==> src/design/sct_pkg.sv <==
// Shared types and constants for the source character tokenizer.
// Used by every module in the design folder; no dependencies.
package sct_pkg;

   localparam int LineBitsDefault = 16;
   localparam int ColBitsDefault  = 12;
   localparam int LenBitsDefault  = 12;
   localparam int QueueDepth      = 4;

   localparam logic [63:0] MaskLowReset  = 64'd8935422457074941952;
   localparam logic [63:0] MaskHighReset = 64'd8646911286296182784;

   typedef enum logic [3:0] {
      MODE_IDLE  = 4'd0,
      MODE_OP    = 4'd1,
      MODE_LCOM  = 4'd2,
      MODE_BCOM  = 4'd3,
      MODE_CHAR  = 4'd4,
      MODE_STR   = 4'd5,
      MODE_INT   = 4'd6,
      MODE_FLT   = 4'd7,
      MODE_IDENT = 4'd8
   } mode_type;

   typedef enum logic [2:0] {
      KIND_COMMENT = 3'd0,
      KIND_SYMBOL  = 3'd1,
      KIND_CHAR    = 3'd2,
      KIND_STRING  = 3'd3,
      KIND_INT     = 3'd4,
      KIND_FLOAT   = 3'd5,
      KIND_IDENT   = 3'd6,
      KIND_ERROR   = 3'd7
   } kind_type;

   typedef enum logic [1:0] {
      ERR_NONE     = 2'd0,
      ERR_TOO_LONG = 2'd1,
      ERR_BAD_LEN  = 2'd2,
      ERR_INVALID  = 2'd3
   } err_type;

   localparam logic [0:0] CFG_MASK_LOW  = 1'b0;
   localparam logic [0:0] CFG_MASK_HIGH = 1'b1;

   // Character classes found by the front end
   typedef struct packed {
      logic sym;
      logic op;
      logic digit;
      logic alpha;
      logic space;
   } cls_type;

   function automatic logic is_op(input logic [7:0] c);
      return c == "+" || c == "-" || c == "*" || c == "/" || c == "%" ||
             c == ">" || c == "=" || c == "<" || c == "!" || c == "&" || c == "|";
   endfunction

   function automatic logic pairs_with(input logic [7:0] op, input logic [7:0] c);
      logic r;
      case (op)
         "+", "%", "=", "!", "-", "/": r = (c == "=");
         "*": r = (c == "=") || (c == "*");
         ">": r = (c == "=") || (c == ">");
         "<": r = (c == "=") || (c == "<");
         "&": r = (c == "&");
         "|": r = (c == "|");
         default: r = 1'b0;
      endcase
      return r;
   endfunction

endpackage

==> src/design/sct_front.sv <==
// Front end: accepts requests, classifies each character and tracks position.
// Depends on sct_pkg.
module sct_front #(
   parameter int LINE_BITS = sct_pkg::LineBitsDefault,
   parameter int COL_BITS  = sct_pkg::ColBitsDefault
) (
   input  logic                  clock,
   input  logic                  reset,
   input  logic                  csr_we,
   input  logic [0:0]            csr_index,
   input  logic [63:0]           csr_wdata,
   input  logic                  in_valid,
   input  logic [7:0]            in_char,
   input  logic                  in_eol,
   output logic                  in_ready,
   output logic                  q_push,
   output logic [7:0]            q_char,
   output logic                  q_eol,
   output sct_pkg::cls_type      q_cls,
   output logic [LINE_BITS-1:0]  q_line,
   output logic [COL_BITS-1:0]   q_col,
   input  logic                  q_full
);
   import sct_pkg::*;

   logic [63:0]          mask_lo_ff, mask_hi_ff;
   logic [LINE_BITS-1:0] line_ff, line_in;
   logic [COL_BITS-1:0]  col_ff, col_in;
   logic                 take;

   assign in_ready = !q_full;
   assign take     = in_valid && in_ready;
   assign q_push   = take;
   assign q_char   = in_char;
   assign q_eol    = in_eol;
   assign q_line   = line_ff;
   assign q_col    = col_ff;

   always_comb begin
      q_cls.sym   = in_char[7] ? 1'b0 :
                    (in_char[6] ? mask_hi_ff[in_char[5:0]] : mask_lo_ff[in_char[5:0]]);
      q_cls.op    = is_op(in_char);
      q_cls.digit = in_char >= "0" && in_char <= "9";
      q_cls.alpha = (in_char >= "a" && in_char <= "z") || (in_char >= "A" && in_char <= "Z");
      q_cls.space = in_char == " " || in_char == 8'd9 || in_char == 8'd10 ||
                    in_char == 8'd13 || in_char == 8'd0 || in_char == 8'd11 ||
                    in_char == 8'd12;
      line_in = line_ff;
      col_in  = col_ff;
      if (take) begin
         if (in_eol) begin
            if (line_ff != {LINE_BITS{1'b1}}) line_in = line_ff + 1'b1;
            col_in = '0;
         end else if (col_ff != {COL_BITS{1'b1}}) begin
            col_in = col_ff + 1'b1;
         end
      end
   end

   always_ff @(posedge clock) begin
      if (reset) begin
         mask_lo_ff <= MaskLowReset;
         mask_hi_ff <= MaskHighReset;
         line_ff    <= {{(LINE_BITS-1){1'b0}}, 1'b1};
         col_ff     <= '0;
      end else begin
         if (csr_we && csr_index == CFG_MASK_LOW)  mask_lo_ff <= csr_wdata;
         if (csr_we && csr_index == CFG_MASK_HIGH) mask_hi_ff <= csr_wdata;
         line_ff <= line_in;
         col_ff  <= col_in;
      end
   end
endmodule

==> src/design/sct_queue.sv <==
// Short FIFO between the front end and the lexer back end.
// Depends on sct_pkg.
module sct_queue #(
   parameter int WIDTH = 8
) (
   input  logic             clock,
   input  logic             reset,
   input  logic             push,
   input  logic [WIDTH-1:0] push_data,
   output logic             full,
   input  logic             pop,
   output logic             not_empty,
   output logic [WIDTH-1:0] pop_data
);
   import sct_pkg::*;
   localparam int AW = $clog2(QueueDepth);

   logic [WIDTH-1:0] mem_ff [QueueDepth];
   logic [AW-1:0]    wr_ff, rd_ff;
   logic [AW:0]      cnt_ff;

   assign full      = cnt_ff == (AW+1)'(QueueDepth);
   assign not_empty = cnt_ff != '0;
   assign pop_data  = mem_ff[rd_ff];

   always_ff @(posedge clock) begin
      if (push) mem_ff[wr_ff] <= push_data;
   end

   always_ff @(posedge clock) begin
      if (reset) begin
         wr_ff  <= '0;
         rd_ff  <= '0;
         cnt_ff <= '0;
      end else begin
         if (push) wr_ff <= wr_ff + 1'b1;
         if (pop)  rd_ff <= rd_ff + 1'b1;
         cnt_ff <= cnt_ff + (AW+1)'(push) - (AW+1)'(pop);
      end
   end
endmodule

==> src/design/sct_back.sv <==
// Back end: lexer state machine, emits up to two token records per character
// through a two-entry output buffer. Depends on sct_pkg.
module sct_back #(
   parameter int LINE_BITS = sct_pkg::LineBitsDefault,
   parameter int COL_BITS  = sct_pkg::ColBitsDefault,
   parameter int LEN_BITS  = sct_pkg::LenBitsDefault
) (
   input  logic                 clock,
   input  logic                 reset,
   input  logic                 q_valid,
   input  logic [7:0]           q_char,
   input  logic                 q_eol,
   input  sct_pkg::cls_type     q_cls,
   input  logic [LINE_BITS-1:0] q_line,
   input  logic [COL_BITS-1:0]  q_col,
   output logic                 q_pop,
   output logic                 out_valid,
   input  logic                 out_ready,
   output logic [2:0]           out_kind,
   output logic [7:0]           out_first,
   output logic [7:0]           out_second,
   output logic [LINE_BITS-1:0] out_line,
   output logic [COL_BITS-1:0]  out_col,
   output logic [LEN_BITS-1:0]  out_len,
   output logic [1:0]           out_err,
   output logic                 out_last
);
   import sct_pkg::*;

   typedef struct packed {
      logic [2:0]           kind;
      logic [7:0]           first;
      logic [7:0]           second;
      logic [LINE_BITS-1:0] line;
      logic [COL_BITS-1:0]  col;
      logic [LEN_BITS-1:0]  len;
      logic [1:0]           err;
      logic                 last;
   } rec_type;

   localparam logic [LEN_BITS-1:0] LenTop = {LEN_BITS{1'b1}};

   mode_type             mode_ff, mode_in;
   logic [7:0]           prev_ff, prev_in, op_ff, op_in, fc_ff, fc_in;
   logic [LINE_BITS-1:0] sl_ff, sl_in;
   logic [COL_BITS-1:0]  sc_ff, sc_in;
   logic [LEN_BITS-1:0]  len_ff, len_in, grown;
   rec_type              buf_ff [2];
   rec_type              buf_in [2];
   logic [1:0]           cnt_ff, cnt_in;
   rec_type              r [3];
   logic [1:0]           n;
   logic                 scan, pop;

   function automatic rec_type mk(input kind_type k, input logic [7:0] f,
                                  input logic [7:0] s, input logic [LINE_BITS-1:0] l,
                                  input logic [COL_BITS-1:0] c,
                                  input logic [LEN_BITS-1:0] ln, input err_type e);
      rec_type t;
      t.kind = k; t.first = f; t.second = s;
      t.line = l; t.col = c; t.len = ln; t.err = e; t.last = 1'b0;
      return t;
   endfunction

   // A new character is taken when the buffer will have room for two records
   assign pop   = out_valid && out_ready;
   assign q_pop = q_valid && (cnt_ff == 2'd0 || (cnt_ff == 2'd1 && pop));
   assign grown = (len_ff != LenTop) ? len_ff + 1'b1 : len_ff;

   always_comb begin
      mode_in = mode_ff; prev_in = prev_ff; op_in = op_ff; fc_in = fc_ff;
      sl_in = sl_ff; sc_in = sc_ff; len_in = len_ff;
      scan = 1'b0; n = 2'd0;
      r[0] = '0; r[1] = '0; r[2] = '0;
      if (q_pop) begin
         prev_in = q_char;
         case (mode_ff)
            MODE_BCOM: begin
               len_in = grown;
               if (prev_ff == "*" && q_char == "/" && len_ff >= LEN_BITS'(3)) begin
                  r[n] = mk(KIND_COMMENT, fc_ff, 8'd0, sl_ff, sc_ff, grown, ERR_NONE);
                  n = n + 1'b1; mode_in = MODE_IDLE;
               end
            end
            MODE_LCOM: begin
               if (q_char == 8'd10) begin
                  r[n] = mk(KIND_COMMENT, fc_ff, 8'd0, sl_ff, sc_ff, len_ff, ERR_NONE);
                  n = n + 1'b1; mode_in = MODE_IDLE;
               end else len_in = grown;
            end
            MODE_OP: begin
               mode_in = MODE_IDLE; op_in = 8'd0;
               if (op_ff == "-" && q_cls.digit) begin
                  mode_in = MODE_INT; len_in = LEN_BITS'(2); fc_in = "-";
               end else if (op_ff == "/" && (q_char == "/" || q_char == "*")) begin
                  mode_in = (q_char == "/") ? MODE_LCOM : MODE_BCOM;
                  len_in = LEN_BITS'(2); fc_in = "/";
               end else if (pairs_with(op_ff, q_char)) begin
                  r[n] = mk(KIND_SYMBOL, op_ff, q_char, sl_ff, sc_ff, LEN_BITS'(2),
                            ERR_NONE);
                  n = n + 1'b1;
               end else begin
                  r[n] = mk(KIND_SYMBOL, op_ff, 8'd0, sl_ff, sc_ff, LEN_BITS'(1),
                            ERR_NONE);
                  n = n + 1'b1; scan = 1'b1;
               end
            end
            MODE_CHAR: begin
               if (q_char != "'") begin
                  if (len_ff == '0) begin
                     len_in = LEN_BITS'(1); fc_in = q_char; sl_in = q_line; sc_in = q_col;
                  end else begin
                     r[n] = mk(KIND_ERROR, q_char, 8'd0, q_line, q_col, LEN_BITS'(1),
                               ERR_TOO_LONG);
                     n = n + 1'b1;
                  end
               end else if (len_ff == LEN_BITS'(1)) begin
                  r[n] = mk(KIND_CHAR, fc_ff, 8'd0, sl_ff, sc_ff, len_ff, ERR_NONE);
                  n = n + 1'b1; mode_in = MODE_IDLE;
               end else begin
                  r[n] = mk(KIND_ERROR, q_char, 8'd0, q_line, q_col, LEN_BITS'(1),
                            ERR_BAD_LEN);
                  n = n + 1'b1;
               end
            end
            MODE_STR: begin
               if (q_char == "\"") begin
                  r[n] = mk(KIND_STRING, fc_ff, 8'd0, sl_ff, sc_ff, len_ff, ERR_NONE);
                  n = n + 1'b1; mode_in = MODE_IDLE;
               end else begin
                  if (len_ff == '0) fc_in = q_char;
                  len_in = grown;
               end
            end
            MODE_INT: begin
               if (q_cls.digit) len_in = grown;
               else if (q_char == ".") begin
                  len_in = grown; mode_in = MODE_FLT;
               end else begin
                  r[n] = mk(KIND_INT, fc_ff, 8'd0, sl_ff, sc_ff, len_ff, ERR_NONE);
                  n = n + 1'b1; mode_in = MODE_IDLE; scan = 1'b1;
               end
            end
            MODE_FLT: begin
               if (q_cls.digit) len_in = grown;
               else begin
                  r[n] = mk(KIND_FLOAT, fc_ff, 8'd0, sl_ff, sc_ff, len_ff, ERR_NONE);
                  n = n + 1'b1; mode_in = MODE_IDLE; scan = 1'b1;
               end
            end
            MODE_IDENT: begin
               if (q_cls.alpha || q_cls.digit || q_char == "_") len_in = grown;
               else begin
                  r[n] = mk(KIND_IDENT, fc_ff, 8'd0, sl_ff, sc_ff, len_ff, ERR_NONE);
                  n = n + 1'b1; mode_in = MODE_IDLE; scan = 1'b1;
               end
            end
            default: begin
               mode_in = MODE_IDLE; scan = 1'b1;
            end
         endcase

         if (scan) begin
            if (q_cls.sym) begin
               if (q_cls.op) begin
                  mode_in = MODE_OP; op_in = q_char; sl_in = q_line; sc_in = q_col;
               end else begin
                  r[n] = mk(KIND_SYMBOL, q_char, 8'd0, q_line, q_col, LEN_BITS'(1),
                            ERR_NONE);
                  n = n + 1'b1;
               end
            end else if (q_char == "'") begin
               mode_in = MODE_CHAR; len_in = '0; fc_in = 8'd0;
               sl_in = q_line; sc_in = q_col;
            end else if (q_char == "\"") begin
               mode_in = MODE_STR; len_in = '0; fc_in = 8'd0; sl_in = q_line;
               sc_in = (q_col != {COL_BITS{1'b1}}) ? q_col + 1'b1 : q_col;
            end else if (q_cls.digit || q_char == "#" || q_cls.alpha || q_char == "_") begin
               mode_in = q_cls.digit ? MODE_INT : (q_char == "#") ? MODE_LCOM : MODE_IDENT;
               len_in = LEN_BITS'(1); fc_in = q_char; sl_in = q_line; sc_in = q_col;
            end else if (!q_cls.space) begin
               r[n] = mk(KIND_ERROR, q_char, 8'd0, q_line, q_col, LEN_BITS'(1),
                         ERR_INVALID);
               n = n + 1'b1;
            end
         end

         if (mode_in == MODE_LCOM && q_eol) begin
            r[n] = mk(KIND_COMMENT, fc_in, 8'd0, sl_in, sc_in, len_in, ERR_NONE);
            n = n + 1'b1; mode_in = MODE_IDLE;
         end
         if (n != 2'd0) r[n - 1'b1].last = 1'b1;
      end
   end

   // Output buffer: drop the head on a pop, then append this character's records
   always_comb begin
      buf_in[0] = buf_ff[0];
      buf_in[1] = buf_ff[1];
      cnt_in    = cnt_ff;
      if (pop) begin
         buf_in[0] = buf_ff[1];
         cnt_in    = cnt_ff - 1'b1;
      end
      if (n != 2'd0) begin
         buf_in[cnt_in[0]] = r[0];
         if (n == 2'd2) buf_in[1] = r[1];
         cnt_in = cnt_in + n;
      end
   end

   assign out_valid  = cnt_ff != 2'd0;
   assign out_kind   = buf_ff[0].kind;
   assign out_first  = buf_ff[0].first;
   assign out_second = buf_ff[0].second;
   assign out_line   = buf_ff[0].line;
   assign out_col    = buf_ff[0].col;
   assign out_len    = buf_ff[0].len;
   assign out_err    = buf_ff[0].err;
   assign out_last   = buf_ff[0].last;

   always_ff @(posedge clock) begin
      buf_ff[0] <= buf_in[0];
      buf_ff[1] <= buf_in[1];
      if (reset) begin
         mode_ff <= MODE_IDLE;
         prev_ff <= " ";
         op_ff   <= 8'd0;
         fc_ff   <= 8'd0;
         sl_ff   <= '0;
         sc_ff   <= '0;
         len_ff  <= '0;
         cnt_ff  <= 2'd0;
      end else begin
         mode_ff <= mode_in;
         prev_ff <= prev_in;
         op_ff   <= op_in;
         fc_ff   <= fc_in;
         sl_ff   <= sl_in;
         sc_ff   <= sc_in;
         len_ff  <= len_in;
         cnt_ff  <= cnt_in;
      end
   end
endmodule

==> src/design/source_char_tokenizer.sv <==
// Top level of the source character tokenizer: front end, queue and lexer
// back end. Depends on sct_pkg, sct_front, sct_queue and sct_back.
//
//  channel | direction | payload
//  req_    | in        | tdata: char_code[7:0]; tlast: last_in_line
//  rsp_    | out       | tuser: token_kind; tdata: token fields; tlast: last_of_run
//  csr_    | in        | we, index, 64-bit mask data
//
// One request per cycle is taken while the four-entry queue has room.
// A record is offered once its request has passed the queue and been registered in
// the output buffer; a second record from the same request follows the first and
// holds the back end until the first has been accepted.
// Reset is synchronous; it restores the symbol masks, position and lexer mode.
// The queue holds requests while the two-record output buffer waits on rsp_tready.
module source_char_tokenizer #(
   parameter int LINE_BITS = sct_pkg::LineBitsDefault,
   parameter int COL_BITS  = sct_pkg::ColBitsDefault,
   parameter int LEN_BITS  = sct_pkg::LenBitsDefault
) (
   input  logic        clock,
   input  logic        reset,
   input  logic        req_tvalid,
   output logic        req_tready,
   input  logic [7:0]  req_tdata,  // char_code
   input  logic        req_tlast,
   output logic        rsp_tvalid,
   input  logic        rsp_tready,
   // first_char, second_char, start_line, start_column, token_length,
   // error_code, zeros (64 bits at the default widths)
   output logic [((18 + LINE_BITS + COL_BITS + LEN_BITS + 7) / 8) * 8 - 1:0] rsp_tdata,
   output logic [2:0]  rsp_tuser,  // token_kind
   output logic        rsp_tlast,
   input  logic        csr_we,
   input  logic        csr_index,
   input  logic [63:0] csr_wdata
);
   import sct_pkg::*;

   localparam int QW = 8 + 1 + $bits(cls_type) + LINE_BITS + COL_BITS;
   localparam int TW = ((18 + LINE_BITS + COL_BITS + LEN_BITS + 7) / 8) * 8;

   logic                 f_push, f_full, q_ne, q_pop, f_eol;
   logic [7:0]           f_char;
   cls_type              f_cls;
   logic [LINE_BITS-1:0] f_line;
   logic [COL_BITS-1:0]  f_col;
   logic [QW-1:0]        q_out;
   logic [7:0]           fch, sch;
   logic [LINE_BITS-1:0] ln;
   logic [COL_BITS-1:0]  cl;
   logic [LEN_BITS-1:0]  len;
   logic [1:0]           err;

   sct_front #(.LINE_BITS(LINE_BITS), .COL_BITS(COL_BITS)) u_front (
      .clock, .reset, .csr_we, .csr_index(csr_index), .csr_wdata,
      .in_valid(req_tvalid), .in_char(req_tdata), .in_eol(req_tlast),
      .in_ready(req_tready), .q_push(f_push), .q_char(f_char), .q_eol(f_eol),
      .q_cls(f_cls), .q_line(f_line), .q_col(f_col), .q_full(f_full)
   );

   sct_queue #(.WIDTH(QW)) u_queue (
      .clock, .reset, .push(f_push),
      .push_data({f_char, f_eol, f_cls, f_line, f_col}), .full(f_full),
      .pop(q_pop), .not_empty(q_ne), .pop_data(q_out)
   );

   sct_back #(.LINE_BITS(LINE_BITS), .COL_BITS(COL_BITS), .LEN_BITS(LEN_BITS)) u_back (
      .clock, .reset, .q_valid(q_ne),
      .q_char(q_out[QW-1 -: 8]), .q_eol(q_out[QW-9]),
      .q_cls(q_out[QW-10 -: $bits(cls_type)]),
      .q_line(q_out[COL_BITS +: LINE_BITS]), .q_col(q_out[COL_BITS-1:0]),
      .q_pop(q_pop), .out_valid(rsp_tvalid), .out_ready(rsp_tready),
      .out_kind(rsp_tuser), .out_first(fch), .out_second(sch), .out_line(ln),
      .out_col(cl), .out_len(len), .out_err(err), .out_last(rsp_tlast)
   );

   assign rsp_tdata = TW'({err, len, cl, ln, sch, fch});
endmodule

==> config.mk <==
export PLATFORM = sky130hd
export DESIGN_NAME = source_char_tokenizer
export DESIGN_NICKNAME = d
export VERILOG_FILES = /design/src/design/sct_pkg.sv /design/src/design/sct_front.sv /design/src/design/sct_queue.sv /design/src/design/sct_back.sv /design/src/design/source_char_tokenizer.sv
export SDC_FILE = /design/constraint.sdc
export NUM_CORES = 1
export LEC_CHECK = 0
export ABC_AREA = 0
export BUFFER_PORTS_ARGS = -buffer_cell sky130_fd_sc_hd__buf_2
export CORE_MARGIN = 1
export CORE_UTILIZATION = 56
export CTS_CLUSTER_SIZE = 30
export DETAILED_ROUTE_END_ITERATION = 10
export PLACE_DENSITY = 0.77
export REMOVE_ABC_BUFFERS = 1
export SLEW_MARGIN = 15
export SYNTH_ARGS = -nofsm -noshare
export SYNTH_HDL_FRONTEND = slang
export SYNTH_HIERARCHICAL = 1
export SYNTH_SLANG_ARGS = --single-unit
==> constraint.sdc <==
create_clock -name clock -period 7.2 [get_ports clock]
set_clock_uncertainty 0.1 [all_clocks]
set_input_delay 0.36 -clock clock [delete_from_list [all_inputs] [get_ports clock]]
set_output_delay 0.36 -clock clock [all_outputs]
set_load 0.01 [all_outputs]
==> metrics.txt, run 1 <==
I/O pins=149; Final ANT Viol Nets=0; unrepaired setup endpoints after global routing=false; Cells after Synth=between 2000 and 3000; post-layout min period=~6.6 ns; Netlist cell types=103; Site Rows=78; largest area contributor in the netlist=edfxtp_1; synthesized cell area=between 0.02 and 0.03 mm²; most frequent cells in the layout=445 x nand2_1, 295 x dfxtp_1, 251 x a21oi_1; DRC Markers=0; router iterations before antenna repair=9; Max Root-Sink Buffers=3; die area=0.0473 mm²; Core Area=approximately 0.046 mm²; vias in the first global route=about 20000; Layout area overhead=11.2%; vias=about 21000; root buffer cell=clkbuf_16; worst slack, placed=about 0.7 ns; Fin. Hold Viols=0; Max Cap Viol=0; Routed met3 length=between 5000 and 6000 µm; Max Clk Rate=about 150 MHz; Cell Pwr Density=423 mW/mm²; Reg clk slew, reported paths=~0.06 ns; number of flops mapped to enable cells by yosys=230; Slew Viols, Final=0; register bit total from synthesis=527; critical path class=reg -> reg; die height=approximately 220 µm; critical path, cell by cell=mux4_1 -> or2_2 -> o31a_1 -> a21o_1 -> or3_4 -> or3_1 -> ha_1 -> nand2b_1 -> o21ai_1 -> a21oi_4 -> ha_1 -> nor2_1 -> a21oi_2 -> and2_1 -> nor2_4 -> buf_4; CTS HTree Levels=2; DRT met1 WL=approximately 29000 µm; Syn. warnings=6; cell mode on critical path=ha_1; worst path buffer plus inverter count=1; top_reg_cell synth=dfxtp_1; Post-Syn Area per Cell=9.95 µm²; post-CTS setup buffer count=0; post-DP HPWL=43100 µm; TritonCTS Buffers=53; largest net degree at the start of global routing=roughly 120; Total GRT Usage=0.288; Leak=approximately 10 nW; Synth async-reset ratio=0; nets@finish=between 2000 and 3000; commonest non-fill, non-tap cell in the layout=nand2_1; Routed wire per std cell=approximately 21 µm; CTS tree=built; register area share after synthesis=0.494; remaining global-route overflow=0; die extent in x=218 µm; Final period util=0.917; initial core utilization=0.571; via-per-instance ratio=between 6 and 7; Setup WS post-layout=0.599 ns; VDD IR-drop max=approximately 0.34 mV; CP max FO=35; global-route wire length before repair=between 100000 and 150000 µm; CP Data Arrival Time=a little under 7 ns; critical path's slowest cell=mux4_1; Yosys top cell area share=0.265; final hold slack=just over 0.05 ns; Hold Path Class=in -> reg; initial antenna violation count=1; final setup fails=0; Synth area leaders=edfxtp_1 27%, dfxtp_1 23%, nand2_1 6.4%; First DRT Iteration DRCs=2334; DR top layer=met4; ratio of cells with drive above 1 in the final layout=0.140; CP top delay family=simple AND/OR/NAND/NOR gates; Resized cells post-CTS=0; CP max stage delay=roughly 0.84 ns; drt total wl=slightly below 70000 µm; Slew HR=0.168; Critical Path End Type=register; CTS Sinks=about 530; port buffer count=roughly 140; DR WL met2=around 33000 µm; Worst Max-Slew Pin Slew=about 1.2 ns; Crit path required time=7.34 ns; clock latency on the worst-skew pair=0.62 ns; global placer's final weighted congestion=0.956; CP Launch Type=register; status=complete, no violations
## final cells by class
cell class              instances  area, µm²
well taps                     600        751
clock buffers                  65       1390
diodes                          1       2.50
inverters                      35        134
clock inverters                34        477
flip-flops and latches        527      12900
fillers                      3547      16600
repair buffers                245       1720
multi-input cells            1792      11600
## power breakdown
| part | internal [W] | leakage (nW) | switching [W] |
|---|---|---|---|
| registers | 0.00377 | 4.66 | 0.000307 |
| logic | 0.00177 | 4.86 | 0.00344 |
| clock network | 0.00175 | 0.890 | 0.00121 |
| total | 0.00729 | 10.4 | 0.00496 |
## final timing paths
| path | start | depth (start not counted) | slack [ns] | endpoint |
|---|---|---|---|---|
| worst min register to register | u_front/mask_lo_ff[35] | 2 | 0.35 | u_front/mask_lo_ff[35] |
| worst max register to register | register | 16 | 0.60 | register |
| worst max-delay path | register | 16 | 0.60 | register |
| worst min-delay path | req_tdata[6] | 1 | 0.05 | u_queue/mem_ff[2][40] |
## stage by stage
step / utilization / total power [W] / setup TNS, ns / instance area [µm²] / cells
2_1_floorplan: - / 0.00746 / -237.59 / 24600 / 2354
3_3_place_gp: 0.579 / 0.00903 / 0 / 26400 / 3131
3_5_place_dp: 0.579 / 0.00916 / 0 / 26400 / 3131
4_1_cts: 0.634 / 0.0122 / 0 / 28900 / 3297
5_1_grt: 0.635 / 0.0129 / 0 / 28900 / 3299
6_report: 0.635 / 0.0122 / 0 / 28900 / 3299
## layer usage
metal  vias up  GRT usage
met5         -          0
met4         0      0.110
met3       178     0.0409
met2      1034      0.470
met1     10200      0.389
li1       9607          -
## worst register-to-register path, delay by kind of cell, from the launching register on
kind	cells	cell delay [ns]
adder cells (fa/ha/maj)	2	0.75
flip-flops	1	0.50
multiplexers	1	0.84
AND/OR/NAND/NOR	7	2.41
buffers and inverters	1	0.44
AO/OA/AOI/OAI	5	1.18
## kinds of logic (layout without fill, tap and decap cells)
group           count (synthesis)  count (layout)  synth area share
mux                           126             126            0.0808
buf+inv                       303             379            0.0621
compound gates                652             652             0.166
xor+xnor                       34              34            0.0120
other cells                     1               7          0.000144
simple gates                  954             954             0.175
fa+ha+maj                      20              20           0.00990
flops                         527             527             0.494
## what timing repair did
item | 4_1_cts | 5_1_grt
hold buffers | 67 | 0
endpoints found under the hold margin | 140 | 0
endpoints found under the setup margin | 0 | 0
## cell usage after synthesis, types with 14 or more instances
library cell  count
nor2_1          165
o2bb2ai_1        16
mux2i_1          58
nor4_1           18
nand3_1          75
nor3_1           24
a21oi_1         251
dfxtp_1         297
ha_1             19
a211oi_1         55
mux4_2           54
buf_4            77
nand4_1          28
a31oi_1          22
xor2_1           18
o21ai_0          66
o21ai_1          14
nand2b_1         17
clkbuf_1        138
a22oi_1          52
nand3b_1         29
xnor2_1          15
nand2_1         447
buf_2            31
and3_1           24
inv_1            34
nor2b_1          57
edfxtp_1        230
No activity file was read; power rests on OpenSTA's default activity.
==> inputs of run 2 (changes only) <==
--- a/config.mk
+++ b/config.mk
@@ -7,11 +7,13 @@
 export LEC_CHECK = 0
 export ABC_AREA = 0
 export BUFFER_PORTS_ARGS = -buffer_cell sky130_fd_sc_hd__buf_2
+export CELL_PAD_IN_SITES_DETAIL_PLACEMENT = 0
+export CELL_PAD_IN_SITES_GLOBAL_PLACEMENT = 1
 export CORE_MARGIN = 1
-export CORE_UTILIZATION = 56
+export CORE_UTILIZATION = 44
 export CTS_CLUSTER_SIZE = 30
 export DETAILED_ROUTE_END_ITERATION = 10
-export PLACE_DENSITY = 0.77
+export PLACE_DENSITY_LB_ADDON = 0.1
 export REMOVE_ABC_BUFFERS = 1
 export SLEW_MARGIN = 15
 export SYNTH_ARGS = -nofsm -noshare
==> run 2 against run 1 <==
Compared with the run above:
- sequential share of layout area decreased by 0.72 points
- via count down 3.6%
- clock-buffer cell count rose by 13
- combinational power is 2% higher
- largest power group unchanged
==> metrics.txt, run 2 (synthesis results as in run 1) <==
status=complete, no violations; I/O pins=approximately 150; # diodes=0; total power=between 0.01 and 0.015 W; die extent in x=between 200 and 250 µm; Site Rows=88; Final period util=0.878; CP max FO=54; worst slack, placed=0.876 ns; unrepaired setup endpoints after global routing=false; initial core utilization=0.449; nets@finish=2777; Slew HR=0.209; Hold Path Class=in -> reg; ratio of cells with drive above 1 in the final layout=0.148; drt total wl=about 70000 µm; Total GRT Usage=0.239; VDD IR-drop max=0.341 mV; post-DP HPWL=roughly 47000 µm; post-layout min period=6.32 ns; Max Root-Sink Buffers=3; Slew Viols, Final=0; die area=around 0.060 mm²; vias=20300; Leak=10.6 nW; port buffer count=~140; Finished Layout Cells=3492; clock latency on the worst-skew pair=approximately 0.63 ns; critical path class=reg -> reg; commonest non-fill, non-tap cell in the layout=nand2_1; via-per-instance ratio=roughly 5.8; Critical Path End Type=register; die height=between 200 and 250 µm; gr busiest metal=met2; Worst Max-Slew Pin Slew=approximately 1.2 ns; Max Cap Viol=0; Max Clk Rate=roughly 160 MHz; root buffer cell=clkbuf_16; DP Cell Count=approximately 3300; Core Area=0.0580 mm²; Layout area overhead=13.0%; Layout fillers=around 5300; Routed wire per std cell=20.5 µm; final hold slack=0.0426 ns; vias in the first global route=19700; initial antenna violation count=0; setup TNS=0 ns; Setup WS post-layout=a little under 0.9 ns; largest net degree at the start of global routing=95; GRT met1 Usage=0.333; post-CTS setup buffer count=0; final setup fails=0; CTS HTree Levels=2; router iterations before antenna repair=9; most frequent cells in the layout=445 x nand2_1, 295 x dfxtp_1, 251 x a21oi_1; CP Data Arrival Time=6.51 ns; DRC Markers=0; First DRT Iteration DRCs=roughly 1900; CTS tree=built; CP Launch Type=register; CTS Sinks=between 500 and 600; Final ANT Viol Nets=0; Cell Pwr Density=425 mW/mm²; met2 usage=0.388; met3 usage=0.0306; remaining global-route overflow=0; global-route wire length before repair=approximately 110000 µm; TritonCTS Buffers=57; Crit path required time=~7.4 ns; Reg clk slew, reported paths=roughly 0.06 ns; global placer's final weighted congestion=around 0.94; Fin. Hold Viols=0
-- run 2: cell types whose count changed in the layout (fill, tap and decap cells not counted), moves of 2 or more --
cell | before | now
clkinvlp_4 | 5 | 3
inv_16 | 2 | 0
clkinvlp_2 | 3 | 0
clkinv_16 | 0 | 2
buf_4 | 32 | 52
clkinv_2 | 7 | 12
clkinv_1 | 4 | 2
clkbuf_1 | 10 | 15
clkbuf_16 | 53 | 59
-- run 2: timing repair --
| action | in CTS | in global routing |
|---|---|---|
| endpoints found under the hold margin | 144 | 0 |
| hold buffers | 68 | 0 |
| gates resized for setup | 0 | 0 |
-- run 2: per-layer routing --
metal	share of wire	wire [µm]
met1	0.46	32800
met2	0.46	33300
met3	0.055	3970
met4	0.022	1580
met5	0	0
-- run 2: area by class of cell --
type / instances / area (µm²) / area share
tap: 765 / 957 / 0.0325
clock buffer: 78 / 1580 / 0.0537
multi-input combinational: 1792 / 11600 / 0.395
clock inverter: 30 / 438 / 0.0149
sequential: 527 / 12900 / 0.437
timing repair buffer: 265 / 1850 / 0.0628
inverter: 35 / 134 / 0.00455
-- run 2: critical path, stage by stage, from the launching register on --
cell	delay, ns
dfxtp_2	0.51
mux4_1	0.83
or2_2	0.41
o31a_1	0.35
a21o_1	0.25
or3_4	0.45
or3_1	0.49
ha_1	0.30
nand2b_1	0.14
o21ai_1	0.18
a21oi_4	0.14
ha_1	0.44
nor2_1	0.41
a21oi_2	0.19
and2_1	0.29
nor2_4	0.14
buf_12	0.32
-- run 2: worst paths after layout --
path	startpoint	endpoint	slack (ns)	cells past startpoint
worst max register to register	register	register	0.88	16
worst min-delay path	reset	u_front/q_line[1]	0.04	2
worst min register to register	u_front/mask_hi_ff[26]	u_front/mask_hi_ff[26]	0.35	2
worst max-delay path	register	register	0.88	16
-- run 2: power by group --
part / internal, W / leakage [nW] / switching [W]
Clock: 0.00187 / 0.980 / 0.00125
Sequential: 0.00377 / 4.66 / 0.000301
Combinational: 0.00181 / 4.95 / 0.00351
-- run 2: metrics by stage --
step | cell area [µm²] | utilization
4_1_cts | 29400 | 0.507
3_5_place_dp | 26700 | 0.461
6_report | 29400 | 0.507
2_1_floorplan | 24600 | -
5_1_grt | 29400 | 0.507
3_3_place_gp | 26700 | 0.461
